===== src/design/wlkv_pkg.sv =====
`timescale 1ns / 1ps

package wlkv_pkg;

   // Fixed widths of the request and response fields
   localparam int REQ_TYPE_W   = 2;
   localparam int KEY_W_PORT   = 32;
   localparam int VALUE_W_PORT = 32;
   localparam int STATUS_W     = 2;
   localparam int SLOT_W       = 4;
   localparam int SEQ_RES_W    = 16;
   localparam int BLOCK_W      = 8;

   // Internal bookkeeping widths
   localparam int SEQ_W        = 17;   // signed write sequence
   localparam int LIMIT_W      = 16;
   localparam int COUNT_W      = 9;
   localparam int LIVE_MAX_W   = 9;    // holds up to 256 live entries

   // Configuration port
   localparam int CSR_DATA_W   = 16;

   typedef enum logic [0:0] {
      CSR_WRITE_LIMIT = 1'b0,
      CSR_BLOCK_COUNT = 1'b1
   } csr_idx_type;

   typedef enum logic [REQ_TYPE_W-1:0] {
      OP_ADD    = 2'd0,
      OP_DELETE = 2'd1,
      OP_FIND   = 2'd2,
      OP_NONE   = 2'd3
   } op_type;

   typedef enum logic [STATUS_W-1:0] {
      ST_OK   = 2'd0,
      ST_MISS = 2'd1,
      ST_FULL = 2'd2
   } status_type;

   // Commands from the scan controller to the wear bookkeeping
   typedef struct packed {
      logic check;     // add or delete accepted: test for a block move
      logic bump;      // successful add or delete: take a sequence number
      logic live_up;   // new slot filled
      logic live_down; // slot freed
   } wear_cmd_type;

   typedef struct packed {
      logic                  moved;
      logic [BLOCK_W-1:0]    block;
      logic [SEQ_RES_W-1:0]  seq_next;
      logic [LIVE_MAX_W-1:0] live;
   } wear_stat_type;

endpackage


===== src/design/wlkv_if.sv =====
`timescale 1ns / 1ps

interface wlkv_req_if;
   logic                                valid;
   logic                                ready;
   logic [wlkv_pkg::REQ_TYPE_W-1:0]     req_type;
   logic [wlkv_pkg::KEY_W_PORT-1:0]     key;
   logic [wlkv_pkg::VALUE_W_PORT-1:0]   value;

   modport source (output valid, output req_type, output key, output value, input ready);
   modport sink   (input valid, input req_type, input key, input value, output ready);
endinterface

interface wlkv_rsp_if;
   logic                                valid;
   logic                                ready;
   logic [wlkv_pkg::STATUS_W-1:0]       status;
   logic [wlkv_pkg::VALUE_W_PORT-1:0]   read_value;
   logic [wlkv_pkg::SLOT_W-1:0]         slot;
   logic [wlkv_pkg::SEQ_RES_W-1:0]      sequence_res;
   logic [wlkv_pkg::BLOCK_W-1:0]        block_index;
   logic                                block_moved;

   modport source (output valid, output status, output read_value, output slot,
                   output sequence_res, output block_index, output block_moved,
                   input ready);
   modport sink   (input valid, input status, input read_value, input slot,
                   input sequence_res, input block_index, input block_moved,
                   output ready);
endinterface


===== src/design/wlkv_store.sv =====
`timescale 1ns / 1ps

module wlkv_store #(
   parameter int DEPTH  = 16,
   parameter int ADDR_W = 4,
   parameter int DATA_W = 64
) (
   input  logic              clock,
   input  logic              wr_en,
   input  logic [ADDR_W-1:0] wr_addr,
   input  logic [DATA_W-1:0] wr_data,
   input  logic              rd_en,
   input  logic [ADDR_W-1:0] rd_addr,
   output logic [DATA_W-1:0] rd_data
);

   logic [DATA_W-1:0] mem [DEPTH];
   logic [DATA_W-1:0] rd_data_ff;

   always_ff @(posedge clock) begin
      if (wr_en) begin
         mem[wr_addr] <= wr_data;
      end
   end

   always_ff @(posedge clock) begin
      if (rd_en) begin
         rd_data_ff <= mem[rd_addr];
      end
   end

   assign rd_data = rd_data_ff;

endmodule


===== src/design/wlkv_wear.sv =====
`timescale 1ns / 1ps

module wlkv_wear #(
   parameter int ENTRIES = 16
) (
   input  logic                                clock,
   input  logic                                reset,
   input  logic                                csr_we,
   input  wlkv_pkg::csr_idx_type               csr_index,
   input  logic [wlkv_pkg::CSR_DATA_W-1:0]     csr_wdata,
   input  wlkv_pkg::wear_cmd_type              cmd,
   output wlkv_pkg::wear_stat_type             stat
);
   import wlkv_pkg::*;

   localparam int LIVE_W = $clog2(ENTRIES + 1);

   logic [LIMIT_W-1:0]     limit_ff;
   logic [COUNT_W-1:0]     count_ff;
   logic signed [SEQ_W-1:0] seq_ff, seq_in;
   logic [LIVE_W-1:0]      live_ff, live_in;
   logic [BLOCK_W-1:0]     block_ff, block_in;
   logic                   moved_ff, moved_in;

   logic signed [SEQ_W:0]  limit_m1;
   logic signed [SEQ_W:0]  seq_ext;
   logic                   move_due;
   logic                   blk_wrap;

   assign limit_m1 = $signed({2'b00, limit_ff}) - 18'sd1;
   assign seq_ext  = {seq_ff[SEQ_W-1], seq_ff};
   assign move_due = seq_ext >= limit_m1;
   assign blk_wrap = ({2'b00, block_ff} + 10'd1) >= {1'b0, count_ff};

   always_comb begin
      seq_in   = seq_ff;
      live_in  = live_ff;
      block_in = block_ff;
      moved_in = moved_ff;
      if (cmd.check) begin
         moved_in = move_due;
         if (move_due) begin
            block_in = blk_wrap ? '0 : BLOCK_W'({2'b00, block_ff} + 10'd1);
            seq_in   = $signed(SEQ_W'(live_ff)) - 17'sd1;
         end
      end
      if (cmd.bump) begin
         seq_in = seq_ff + 17'sd1;
      end
      if (cmd.live_up) begin
         live_in = live_ff + LIVE_W'(1);
      end else if (cmd.live_down) begin
         live_in = live_ff - LIVE_W'(1);
      end
   end

   always_ff @(posedge clock) begin
      if (reset) begin
         seq_ff   <= -17'sd1;
         live_ff  <= '0;
         block_ff <= '0;
         moved_ff <= 1'b0;
      end else begin
         seq_ff   <= seq_in;
         live_ff  <= live_in;
         block_ff <= block_in;
         moved_ff <= moved_in;
      end
   end

   always_ff @(posedge clock) begin
      if (reset) begin
         limit_ff <= 16'd1024;
         count_ff <= 9'd8;
      end else if (csr_we) begin
         unique case (csr_index)
            CSR_WRITE_LIMIT: limit_ff <= csr_wdata[LIMIT_W-1:0];
            CSR_BLOCK_COUNT: count_ff <= csr_wdata[COUNT_W-1:0];
         endcase
      end
   end

   assign stat.moved    = moved_ff;
   assign stat.block    = block_ff;
   assign stat.seq_next = SEQ_RES_W'(seq_ff + 17'sd1);
   assign stat.live     = LIVE_MAX_W'(live_ff);

endmodule


===== src/design/wear_levelled_key_value_table_core.sv =====
`timescale 1ns / 1ps
// A request beat is taken only in the idle state. The block then reads every slot in turn
//   through the single read port, compares each one in the compare stage, and in the
//   finishing step writes back and loads the response register; that step waits while the
//   register still holds an untaken beat. A new request beat is taken only once it is idle again.
// Reset (synchronous, active high): all slots empty, sequence at minus one, block zero,
//   write limit 1024, block count 8. The memory itself needs no clearing.
module wear_levelled_key_value_table_core #(
   parameter int ENTRIES    = 16,
   parameter int KEY_BITS   = 32,
   parameter int VALUE_BITS = 32
) (
   input  logic                             clock,
   input  logic                             reset,
   wlkv_req_if.sink                         req_bus,
   wlkv_rsp_if.source                       rsp_bus,
   input  logic                             csr_we,
   input  wlkv_pkg::csr_idx_type            csr_index,
   input  logic [wlkv_pkg::CSR_DATA_W-1:0]  csr_wdata
);
   import wlkv_pkg::*;

   // Keys and values wider than the ports only ever hold zero in the upper bits,
   // so store just what the ports can carry.
   localparam int KEY_W  = (KEY_BITS < KEY_W_PORT) ? KEY_BITS : KEY_W_PORT;
   localparam int VAL_W  = (VALUE_BITS < VALUE_W_PORT) ? VALUE_BITS : VALUE_W_PORT;
   localparam int IDX_W  = $clog2((ENTRIES > 1) ? ENTRIES : 2);
   localparam int DATA_W = KEY_W + VAL_W;

   typedef enum logic [2:0] {
      S_IDLE = 3'b001,
      S_SCAN = 3'b010,
      S_DONE = 3'b100
   } state_type;

   state_type               state_ff, state_in;

   // Request held for the whole scan
   op_type                  op_ff;
   logic [KEY_W-1:0]        key_ff;
   logic [VAL_W-1:0]        val_ff;

   // Read issue and compare stages of the scan
   logic                    rd_on_ff;
   logic [IDX_W-1:0]        rd_idx_ff;
   logic                    cmp_vld_ff;
   logic [IDX_W-1:0]        cmp_idx_ff;

   // Scan results
   logic                    hit_ff;
   logic [IDX_W-1:0]        hit_idx_ff;
   logic [VAL_W-1:0]        hit_val_ff;
   logic                    empty_ff;
   logic [IDX_W-1:0]        empty_idx_ff;

   // Slot occupancy lives in flops so that reset empties the table at once
   logic [ENTRIES-1:0]      valid_ff;

   // Response register
   logic                    rsp_valid_ff;
   status_type              rsp_status_ff;
   logic [VALUE_W_PORT-1:0] rsp_value_ff;
   logic [SLOT_W-1:0]       rsp_slot_ff;
   logic [SEQ_RES_W-1:0]    rsp_seq_ff;
   logic [BLOCK_W-1:0]      rsp_block_ff;
   logic                    rsp_moved_ff;

   logic                    req_fire;
   logic                    rd_issue;
   logic                    scan_last;
   logic                    finish;
   logic                    cmp_match;
   logic                    is_write;

   logic                    mem_we;
   logic [IDX_W-1:0]        mem_waddr;
   logic [DATA_W-1:0]       mem_rdata;
   logic [KEY_W-1:0]        rd_key;
   logic [VAL_W-1:0]        rd_val;

   wear_cmd_type            wear_cmd;
   wear_stat_type           wear_stat;

   // Result of the finishing step
   status_type              fin_status;
   logic [IDX_W-1:0]        fin_slot;
   logic                    fin_slot_en;
   logic                    fin_read_en;

   assign req_bus.ready = (state_ff == S_IDLE);
   assign req_fire      = req_bus.valid && req_bus.ready;
   assign rd_issue      = (state_ff == S_SCAN) && rd_on_ff;
   assign scan_last     = cmp_vld_ff && (cmp_idx_ff == IDX_W'(ENTRIES - 1));
   // Finish only once the response register is free or being emptied
   assign finish        = (state_ff == S_DONE) && (!rsp_valid_ff || rsp_bus.ready);
   assign is_write      = (op_ff == OP_ADD) || (op_ff == OP_DELETE);

   assign rd_key    = mem_rdata[DATA_W-1:VAL_W];
   assign rd_val    = mem_rdata[VAL_W-1:0];
   assign cmp_match = cmp_vld_ff && valid_ff[cmp_idx_ff] && (rd_key == key_ff);

   // State sequencing
   always_comb begin
      state_in = state_ff;
      unique case (state_ff)
         S_IDLE:  if (req_fire) state_in = S_SCAN;
         S_SCAN:  if (scan_last) state_in = S_DONE;
         S_DONE:  if (finish) state_in = S_IDLE;
         default: state_in = S_IDLE;
      endcase
   end

   always_ff @(posedge clock) begin
      if (reset) begin
         state_ff <= S_IDLE;
      end else begin
         state_ff <= state_in;
      end
   end

   // Latch the request beat
   always_ff @(posedge clock) begin
      if (req_fire) begin
         op_ff  <= op_type'(req_bus.req_type);
         key_ff <= req_bus.key[KEY_W-1:0];
         val_ff <= req_bus.value[VAL_W-1:0];
      end
   end

   // Read issue: walk every slot once, compare each slot in the cycle after its read
   always_ff @(posedge clock) begin
      if (reset) begin
         rd_on_ff   <= 1'b0;
         cmp_vld_ff <= 1'b0;
      end else begin
         cmp_vld_ff <= rd_issue;
         if (req_fire) begin
            rd_on_ff <= 1'b1;
         end else if (rd_issue && (rd_idx_ff == IDX_W'(ENTRIES - 1))) begin
            rd_on_ff <= 1'b0;
         end
      end
   end

   always_ff @(posedge clock) begin
      if (req_fire) begin
         rd_idx_ff <= '0;
      end else if (rd_issue) begin
         rd_idx_ff <= rd_idx_ff + IDX_W'(1);
      end
      cmp_idx_ff <= rd_idx_ff;
   end

   // Keep the first match and the lowest empty slot
   always_ff @(posedge clock) begin
      if (reset) begin
         hit_ff   <= 1'b0;
         empty_ff <= 1'b0;
      end else if (req_fire) begin
         hit_ff   <= 1'b0;
         empty_ff <= 1'b0;
      end else if (cmp_vld_ff) begin
         if (cmp_match && !hit_ff) begin
            hit_ff <= 1'b1;
         end
         if (!valid_ff[cmp_idx_ff] && !empty_ff) begin
            empty_ff <= 1'b1;
         end
      end
   end

   always_ff @(posedge clock) begin
      if (cmp_match && !hit_ff) begin
         hit_idx_ff <= cmp_idx_ff;
         hit_val_ff <= rd_val;
      end
      if (cmp_vld_ff && !valid_ff[cmp_idx_ff] && !empty_ff) begin
         empty_idx_ff <= cmp_idx_ff;
      end
   end

   // Finishing step: decide the outcome, then write back
   always_comb begin
      fin_status  = ST_MISS;
      fin_slot    = '0;
      fin_slot_en = 1'b0;
      fin_read_en = 1'b0;
      mem_we      = 1'b0;
      mem_waddr   = hit_idx_ff;
      wear_cmd    = '0;
      wear_cmd.check = req_fire && ((op_type'(req_bus.req_type) == OP_ADD) ||
                                    (op_type'(req_bus.req_type) == OP_DELETE));
      case (op_ff)
         OP_ADD: begin
            if (hit_ff) begin
               fin_status  = ST_OK;
               fin_slot    = hit_idx_ff;
               fin_slot_en = 1'b1;
               mem_we      = finish;
               wear_cmd.bump = finish;
            end else if (empty_ff) begin
               fin_status  = ST_OK;
               fin_slot    = empty_idx_ff;
               fin_slot_en = 1'b1;
               mem_we      = finish;
               mem_waddr   = empty_idx_ff;
               wear_cmd.bump    = finish;
               wear_cmd.live_up = finish;
            end else begin
               fin_status = ST_FULL;
            end
         end
         OP_DELETE: begin
            if (hit_ff) begin
               fin_status  = ST_OK;
               fin_slot    = hit_idx_ff;
               fin_slot_en = 1'b1;
               wear_cmd.bump      = finish;
               wear_cmd.live_down = finish;
            end
         end
         OP_FIND: begin
            if (hit_ff) begin
               fin_status  = ST_OK;
               fin_slot    = hit_idx_ff;
               fin_slot_en = 1'b1;
               fin_read_en = 1'b1;
            end
         end
         default: begin
            fin_status = ST_MISS;
         end
      endcase
   end

   // Slot occupancy: set on a new add, clear on a delete hit
   always_ff @(posedge clock) begin
      if (reset) begin
         valid_ff <= '0;
      end else if (finish && fin_slot_en) begin
         if (op_ff == OP_ADD) begin
            valid_ff[fin_slot] <= 1'b1;
         end else if (op_ff == OP_DELETE) begin
            valid_ff[fin_slot] <= 1'b0;
         end
      end
   end

   // Response register: load on finish, drop when the beat is taken
   always_ff @(posedge clock) begin
      if (reset) begin
         rsp_valid_ff <= 1'b0;
      end else if (finish) begin
         rsp_valid_ff <= 1'b1;
      end else if (rsp_bus.ready) begin
         rsp_valid_ff <= 1'b0;
      end
   end

   always_ff @(posedge clock) begin
      if (finish) begin
         rsp_status_ff <= fin_status;
         rsp_value_ff  <= fin_read_en ? VALUE_W_PORT'(hit_val_ff) : '0;
         rsp_slot_ff   <= fin_slot_en ? SLOT_W'(fin_slot) : '0;
         rsp_seq_ff    <= (is_write && fin_slot_en) ? wear_stat.seq_next : '0;
         rsp_block_ff  <= wear_stat.block;
         rsp_moved_ff  <= is_write && wear_stat.moved;
      end
   end

   assign rsp_bus.valid        = rsp_valid_ff;
   assign rsp_bus.status       = rsp_status_ff;
   assign rsp_bus.read_value   = rsp_value_ff;
   assign rsp_bus.slot         = rsp_slot_ff;
   assign rsp_bus.sequence_res = rsp_seq_ff;
   assign rsp_bus.block_index  = rsp_block_ff;
   assign rsp_bus.block_moved  = rsp_moved_ff;

   wlkv_store #(
      .DEPTH  (ENTRIES),
      .ADDR_W (IDX_W),
      .DATA_W (DATA_W)
   ) u_store (
      .clock   (clock),
      .wr_en   (mem_we),
      .wr_addr (mem_waddr),
      .wr_data ({key_ff, val_ff}),
      .rd_en   (rd_issue),
      .rd_addr (rd_idx_ff),
      .rd_data (mem_rdata)
   );

   wlkv_wear #(
      .ENTRIES (ENTRIES)
   ) u_wear (
      .clock     (clock),
      .reset     (reset),
      .csr_we    (csr_we),
      .csr_index (csr_index),
      .csr_wdata (csr_wdata),
      .cmd       (wear_cmd),
      .stat      (wear_stat)
   );

   // Live count tracks the occupancy flops
   a_live_count: assert property (@(posedge clock) disable iff (reset)
      $countones(valid_ff) == int'(wear_stat.live))
      else $error("live entry count out of step with slot occupancy");

   // A taken request always starts a scan
   a_scan_start: assert property (@(posedge clock) disable iff (reset)
      req_fire |=> (state_ff == S_SCAN) && rd_on_ff)
      else $error("request taken without starting a scan");

   // Memory writes only come from the finishing step
   a_write_done: assert property (@(posedge clock) disable iff (reset)
      mem_we |-> (state_ff == S_DONE) && finish)
      else $error("memory written outside the finishing step");

   // A full report means every slot is occupied
   a_full_table: assert property (@(posedge clock) disable iff (reset)
      (rsp_valid_ff && (rsp_status_ff == ST_FULL)) |-> (valid_ff == '1))
      else $error("table full reported with an empty slot");

   // A new response beat only follows a finishing step
   a_rsp_source: assert property (@(posedge clock) disable iff (reset)
      $rose(rsp_valid_ff) |-> $past(state_ff == S_DONE))
      else $error("response raised without a finished request");

endmodule


===== src/flat_wrapper.sv =====
// flat-port wrapper written by rule: the top's interface ports become plain ports
module wear_levelled_key_value_table_core_flat import wlkv_pkg::*;
#(
   parameter int ENTRIES    = 16,
   parameter int KEY_BITS   = 32,
   parameter int VALUE_BITS = 32
)
  (clock, reset, csr_we, csr_index, csr_wdata, req_bus_valid, req_bus_req_type, req_bus_key, req_bus_value, req_bus_ready, rsp_bus_valid, rsp_bus_status, rsp_bus_read_value, rsp_bus_slot, rsp_bus_sequence_res, rsp_bus_block_index, rsp_bus_block_moved, rsp_bus_ready);
  wlkv_req_if req_bus_i ();
  wlkv_rsp_if rsp_bus_i ();
  input  logic clock;
  input  logic reset;
  input  logic csr_we;
  input  wlkv_pkg::csr_idx_type csr_index;
  input  logic [wlkv_pkg::CSR_DATA_W-1:0] csr_wdata;
  input wire logic [$bits(req_bus_i.valid)-1:0] req_bus_valid;
  input wire logic [$bits(req_bus_i.req_type)-1:0] req_bus_req_type;
  input wire logic [$bits(req_bus_i.key)-1:0] req_bus_key;
  input wire logic [$bits(req_bus_i.value)-1:0] req_bus_value;
  output wire logic [$bits(req_bus_i.ready)-1:0] req_bus_ready;
  output wire logic [$bits(rsp_bus_i.valid)-1:0] rsp_bus_valid;
  output wire logic [$bits(rsp_bus_i.status)-1:0] rsp_bus_status;
  output wire logic [$bits(rsp_bus_i.read_value)-1:0] rsp_bus_read_value;
  output wire logic [$bits(rsp_bus_i.slot)-1:0] rsp_bus_slot;
  output wire logic [$bits(rsp_bus_i.sequence_res)-1:0] rsp_bus_sequence_res;
  output wire logic [$bits(rsp_bus_i.block_index)-1:0] rsp_bus_block_index;
  output wire logic [$bits(rsp_bus_i.block_moved)-1:0] rsp_bus_block_moved;
  input wire logic [$bits(rsp_bus_i.ready)-1:0] rsp_bus_ready;
  assign req_bus_i.valid = req_bus_valid;
  assign req_bus_i.req_type = req_bus_req_type;
  assign req_bus_i.key = req_bus_key;
  assign req_bus_i.value = req_bus_value;
  assign req_bus_ready = req_bus_i.ready;
  assign rsp_bus_valid = rsp_bus_i.valid;
  assign rsp_bus_status = rsp_bus_i.status;
  assign rsp_bus_read_value = rsp_bus_i.read_value;
  assign rsp_bus_slot = rsp_bus_i.slot;
  assign rsp_bus_sequence_res = rsp_bus_i.sequence_res;
  assign rsp_bus_block_index = rsp_bus_i.block_index;
  assign rsp_bus_block_moved = rsp_bus_i.block_moved;
  assign rsp_bus_i.ready = rsp_bus_ready;
  wear_levelled_key_value_table_core #(.ENTRIES(ENTRIES), .KEY_BITS(KEY_BITS), .VALUE_BITS(VALUE_BITS)) u_core (.clock(clock), .reset(reset), .req_bus(req_bus_i), .rsp_bus(rsp_bus_i), .csr_we(csr_we), .csr_index(csr_index), .csr_wdata(csr_wdata));
endmodule

===== config.mk =====
export PLATFORM = sky130hd
export DESIGN_NAME = wear_levelled_key_value_table_core_flat
export DESIGN_NICKNAME = d
export VERILOG_FILES = /design/src/design/wlkv_pkg.sv /design/src/design/wlkv_if.sv /design/src/design/wlkv_store.sv /design/src/design/wlkv_wear.sv /design/src/design/wear_levelled_key_value_table_core.sv /design/src/flat_wrapper.sv
export SDC_FILE = /design/constraint.sdc
export NUM_CORES = 1
export LEC_CHECK = 0
export BUFFER_PORTS_ARGS = -buffer_cell sky130_fd_sc_hd__clkbuf_2
export CAP_MARGIN = 20
export CORE_MARGIN = 10
export CORE_UTILIZATION = 55
export CTS_BUF_LIST = sky130_fd_sc_hd__clkbuf_2
export CTS_CLUSTER_DIAMETER = 30
export DETAILED_ROUTE_END_ITERATION = 12
export PLACE_DENSITY = 0.83
export SLEW_MARGIN = 20
export SYNTH_ARGS = -nofsm -noshare
export SYNTH_HDL_FRONTEND = slang
export SYNTH_SLANG_ARGS = --single-unit

===== constraint.sdc =====
create_clock -name clock -period 5.3 [get_ports clock]
set_input_delay 0.53 -clock clock [delete_from_list [all_inputs] [get_ports clock]]
set_output_delay 0.53 -clock clock [all_outputs]
set_load 0.005 [all_outputs]

### Word-level counts from Yosys, hierarchy flattened

Memories as Yosys holds them, arrays and structs flattened. A register that Yosys moved wholly into a read port is not among the register bits.
Index checks and enable logic that the tools add are counted.

* register bits: 257
* output and inout port bits: 65
* word-level logic and storage cells: 145
* memories kept: 1
* input port bits: 88
* RAM bits: 1024

* eq/ne operators: 12
* muxes and demuxes: 48
* bitwise logic cells: 4
* reduce and logical (&&, ||, !) cells: 41
* $add $sub $neg: 7
* magnitude comparators: 5

Memories
* u_core.u_store.mem: words 16, width 64, rd ports 1, clocked after memory_dff 1, write ports 1, line wlkv_store.sv:17 `logic [DATA_W-1:0] mem [DEPTH];`

Operators with widths (count)
* 17-bit two-way mux: 3
* 32-bit == test: 1
* 16-bit two-way mux: 2
* 4-bit two-way mux: 6
* 1-bit two-way mux: 21
* 17-bit by 2-bit adder with 17-bit output, second input constant: 1
* 17-bit >= comparator: 1
* 16-bit by 1-bit subtractor with 17-bit output, second input constant: 1
* 16-bit AND: 1
* 1-bit logical AND: 16
* 16-bit NOT: 1
* 16-bit bitwise OR: 1
* 2-bit AND reduction: 7
* 2-bit nonzero test: 6
* 10-bit by 9-bit >= comparator with 1-bit output: 1
* 4-bit by 5-bit less-than comparator with 1-bit output, second input constant: 2
* 5-bit two-way mux: 2
* 8-bit by 1-bit adder with 9-bit output, second input constant: 1
* 3-bit two-way mux: 3
* 3-bit case mux with 3 select lines: 1
* 4-bit == test, second input constant: 2
* 8-bit two-way mux: 1
* 4-bit case mux with 2 select lines: 1
* 2-bit two-way mux: 3
* other kinds (22): 32

### Depth between registers and ports, before layout

* word-level depth: 11
* gate-level depth with buffers: 14
* gate-level depth less buffers: 13

### Modules after synthesis

A second synthesis with hierarchy kept.

* cells, all modules: 2604
* area total of the unflattened synthesis: 51572.0 sq um

By module, submodules not included
* wlkv_store: times used 1, area each 40222.3 sq um, cells each 1647
* wear_levelled_key_value_table_core: times used 1, area each 7613.6 sq um, cells each 474
* wlkv_wear: times used 1, area each 3736.1 sq um, cells each 483

### Least setup slack after synthesis

OpenSTA, ideal clock, no wires.

* path type: register to register
* start point: register u_core.state_ff[2]
* end point: memory u_core.u_store.mem[10][0], enable pin
* clock period less this slack: 5116 ps
* arrival time: 4629 ps
* stages on the path, launching flop included: 7
* path slack: 184 ps
* buffers on the path: 1
* setup time: 487 ps
* required time: 4813 ps
* cells stage by stage: dfxtp_1 -> buf_6 -> or3b_4 -> nand2b_4 -> clkinv_2 -> nand4_1 -> nor2_1

* cells in the longest elaborated chain, start to end: 7

RTL lines
* start, declared: line wear_levelled_key_value_table_core.sv:36 `state_type state_ff, state_in;`
* start signal, assigned: line wear_levelled_key_value_table_core.sv:117 `state_ff <= state_in;`
* 3-bit == test (*): line wear_levelled_key_value_table_core.sv:95 `assign finish = (state_ff == S_DONE) && (!rsp_valid_ff || rsp_bus.ready);`
* 1-bit logical AND (*): line wear_levelled_key_value_table_core.sv:95
* named net u_core.finish: line wear_levelled_key_value_table_core.sv:71 `logic finish;`
* 1-bit two-way mux: line wear_levelled_key_value_table_core.sv:201 `end else if (empty_ff) begin`
* 1-bit two-way mux (*): line wear_levelled_key_value_table_core.sv:195 `if (hit_ff) begin`
* 1-bit two-way mux (*): line wear_levelled_key_value_table_core.sv:193 `case (op_ff)`
* 1-bit two-way mux (*): line wlkv_store.sv:21 `if (wr_en) begin`
* 1-bit two-way mux (implied by the code) (*): line wlkv_store.sv:22 `mem[wr_addr] <= wr_data;`
* end, declared: line wlkv_store.sv:17

The timed path passes the listed nets; every way through them passes the cells marked *.

### Worst setup path in the final report

* start point: register u_core.state_ff[2]
* end point: memory u_core.u_store.mem[8][29], enable pin

Same word-level chain as after synthesis.

==> impl_metrics.py <==
metrics = {
    "setup_path": {
        "max_stage_delay_ps": 920,
        "required_ps": 6340,
        "crit_fanout": 39,
        "cp_cell_sequence": "or3b_4 -> nand2b_4 -> clkinv_2 -> nand4_1 -> nor2_4 -> buf_4",
        "start_kind": "register",
        "cp_num_buf_inv": 2,
        "path_delay_family": "simple AND/OR/NAND/NOR gates",
        "worstPathArrival_ps": 5430,
        "slowest_stage": "nor2_4",
        "endpoint_kind": "register",
        "criticalPathCategory": "register to register",
    },
    "final_layout": {
        "instances_no_fill": 4574,
        "utilization": 0.635,
        "nets": 3214,
        "multi_input_area_um2": 11700,
        "final_cell_mix": "edfxtp_1 (1,257), clkbuf_2 (615), mux4_2 (325), dlygate4sd3_1 (201), nand2_1 (94)",
        "drive_gt1_frac": 0.323,
        "syn_to_final_growth_pct": 14.7,
        "ff_latch_area_um2": 39500,
        "final_common_cell": "edfxtp_1",
        "fillers": 6112,
        "finalInstanceArea_um2": 59300,
    },
    "clock_network": {
        "clock_sinks": 1345,
        "clock_path_buffers": 4,
        "root_buffer": "clkbuf_2",
        "cts_resized": 0,
        "clk_latency_ps": 1570,
        "cts_made_buffers": 341,
        "cts_tree": "done",
        "clkTransAtPathRegs_ps": 110,
        "cts-hold-fix-buffers": 201,
        "postCtsSetupBuffers": 0,
        "htreeDepth": 5,
    },
    "timing": {
        "slew_headroom": 0.172,
        "fmax_mhz": 228,
        "setup_violations": 0,
        "fin_hold_ws_ps": 243,
        "fin_ws_ps": 916,
        "hold_viol": 0,
        "tightestPinTransition_ps": 1240,
        "period_needed_ps": 4380,
        "rsz0062_at_grt": "false",
        "slew_viol_final": 0,
        "setup_tns_ps": 0,
        "fin_crit_sh": 0.827,
        "skew_ps": 227,
    },
    "power_and_ir_drop": {
        "p_per_area_nw_per_um2": 325,
        "vdd_drop_max_mv": 0.237,
        "totalPowerFinal_mw": 19.3,
        "p_leak_nw": 19.5,
    },
    "synthesis": {
        "synth_top_cell_area_share": 0.731,
        "ys_async_sr_fraction": 0,
        "ys_seq_area_frac": 0.765,
        "ys_ff_latch": 1345,
        "synth_edf_count": 1257,
        "yosys-top-cells-area": "edfxtp_1 (73%), mux4_2 (14%), dfxtp_1 (3.4%)",
        "yosys.area.top_type": "edfxtp_1",
        "synth_area_um2": 51700,
        "postSynthNetCount": 2582,
        "syn_inst": 2455,
        "synth_cell_types": 71,
        "synth-main-ff-cell": "edfxtp_1",
        "synth.avg_cell_area_um2": 21.0,
        "ys_warn_count": 0,
    },
    "floorplan": {
        "initial_core_util": 0.554,
        "fp-row-count": 112,
        "die_w_um": 327,
        "ioPinCount": 153,
        "die_h_um": 327,
        "design.die.area_um2": 107000,
        "coreArea_um2": 93300,
    },
    "status": {
        "status": "complete, no violations",
    },
    "detailed_routing": {
        "drtIter0Drc": 3486,
        "routed_wl_um": 124000,
        "ant_nets": 0,
        "vias": 28000,
        "wl_per_cell_um": 27.1,
        "drcViolationCount": 0,
        "avgViaCountPerCell": 6.12,
        "first_pass_iters": 5,
    },
    "global_route": {
        "track_usage": 0.229,
        "grt_max_degree": 89,
        "antenna_found_initial": 5,
        "grt_remaining_overflow": 0,
        "grt_pass1_vias": 29200,
        "grt_pass1_wl_um": 183000,
    },
    "worst_hold_path": {
        "hp-class": "primary input to register",
    },
    "placed_design": {
        "dp.cells": 3795,
        "place_area_um2": 54200,
        "dpl.hpwl_um": 71200,
        "dp_slack_ps": 1140,
        "port_buffers": 152,
        "place_congestion": 0.890,
    },
    "flow_run": {
        "cap_viol_max_count": 0,
    },
}
sequential cells by signal (all words and copies together) (netlist names), 3 cells and up, named ones only:
name and cells:
u_core.hit_idx_ff 4, u_core.key_ff 32, u_core.rsp_bus.sequence_res 16, u_core.u_wear.count_ff 9
u_core.rsp_bus.read_value 32, u_core.u_wear.block_ff 8, u_core.rd_idx_ff 4, u_core.u_store.rd_data 64
u_core.state_ff 3, u_core.u_store.mem 1024, u_core.rsp_bus.slot 4, u_core.cmp_idx_ff 4
u_core.u_wear.limit_ff 16, u_core.rsp_bus.block_index 8, u_core.u_wear.seq_ff 17, u_core.hit_val_ff 32
u_core.empty_idx_ff 4, u_core.val_ff 32, u_core.u_wear.live_ff 5
layout make-up:
type	instances	area share
Sequential cell	1345	0.667
Multi-Input combinational cell	958	0.197
Timing Repair Buffer	403	0.0561
Clock buffer	463	0.0391
Tap cell	1254	0.0265
Clock inverter	112	0.0119
Inverter	38	0.00243
Antenna cell	1	0.0000422
worst paths after layout:
check | endpoint | start | depth (start not counted) | slack, ps
worst max-delay path | u_core.u_store.mem[8][29] | u_core.state_ff[2] | 6 | 920
worst min-delay path | u_core.val_ff[5] | req_bus_value[5] | 3 | 240
worst max register to register | u_core.u_store.mem[8][29] | u_core.state_ff[2] | 6 | 920
worst min register to register | u_core.hit_val_ff[23] | u_core.u_store.rd_data[23] | 0 | 270
synth_stat cells, types with 4 or more instances:
cell type,instances
and2_1,8
dfxtp_1,88
nand4_1,16
nor3_1,18
nand2_1,94
a211oi_1,6
clkbuf_1,70
a211o_1,11
nor2b_1,5
nand3_1,29
a21o_1,4
buf_1,10
a31o_1,6
ha_1,38
nor2_1,78
xor2_1,35
nor4b_2,4
mux2i_1,18
or3_1,6
and3b_1,4
nor4_1,10
a21oi_1,49
mux4_2,325
xnor2_1,38
inv_1,36
o21ai_1,5
edfxtp_1,1257
a31oi_1,7
and3_1,41
o211ai_1,8
o21ai_0,13
nand2b_1,9
o21a_1,4
a22oi_1,4
nor3b_1,6
or4_1,4
nand3b_1,11
o32ai_1,5
buf_2,29
power by group:
part           total [mW]  leakage (nW)  switching [mW]  internal (mW)
logic               0.569          5.13           0.287          0.282
registers            11.8          12.2           0.181           11.7
clock network        6.85          2.26            4.04           2.81
total                19.3          19.5            4.51           14.7
worst min-delay path: cells and delay by family:
| family | cells | cell delay (ps) |
|---|---|---|
| buf+inv | 3 | 1150 |
cells by family (layout without fill, tap and decap cells):
family,Yosys count,after routing,synth area share
simple gates,357,357,0.0360
compound gates,145,145,0.0197
mux,344,344,0.145
buf+inv,152,1016,0.0123
fa+ha+maj,39,39,0.00959
other cells,0,1,0
flops,1345,1345,0.765
xor+xnor,73,73,0.0124
layer usage:
metal | global-route usage | share of wire | vias to the layer above
li1 | - | - | 11600
met5 | 0 | 0.00044 | -
met1 | 0.294 | 0.36 | 14200
met3 | 0.0765 | 0.12 | 264
met4 | 0.0784 | 0.025 | 8
met2 | 0.368 | 0.49 | 1984
No activity file was read; power rests on OpenSTA's default activity.
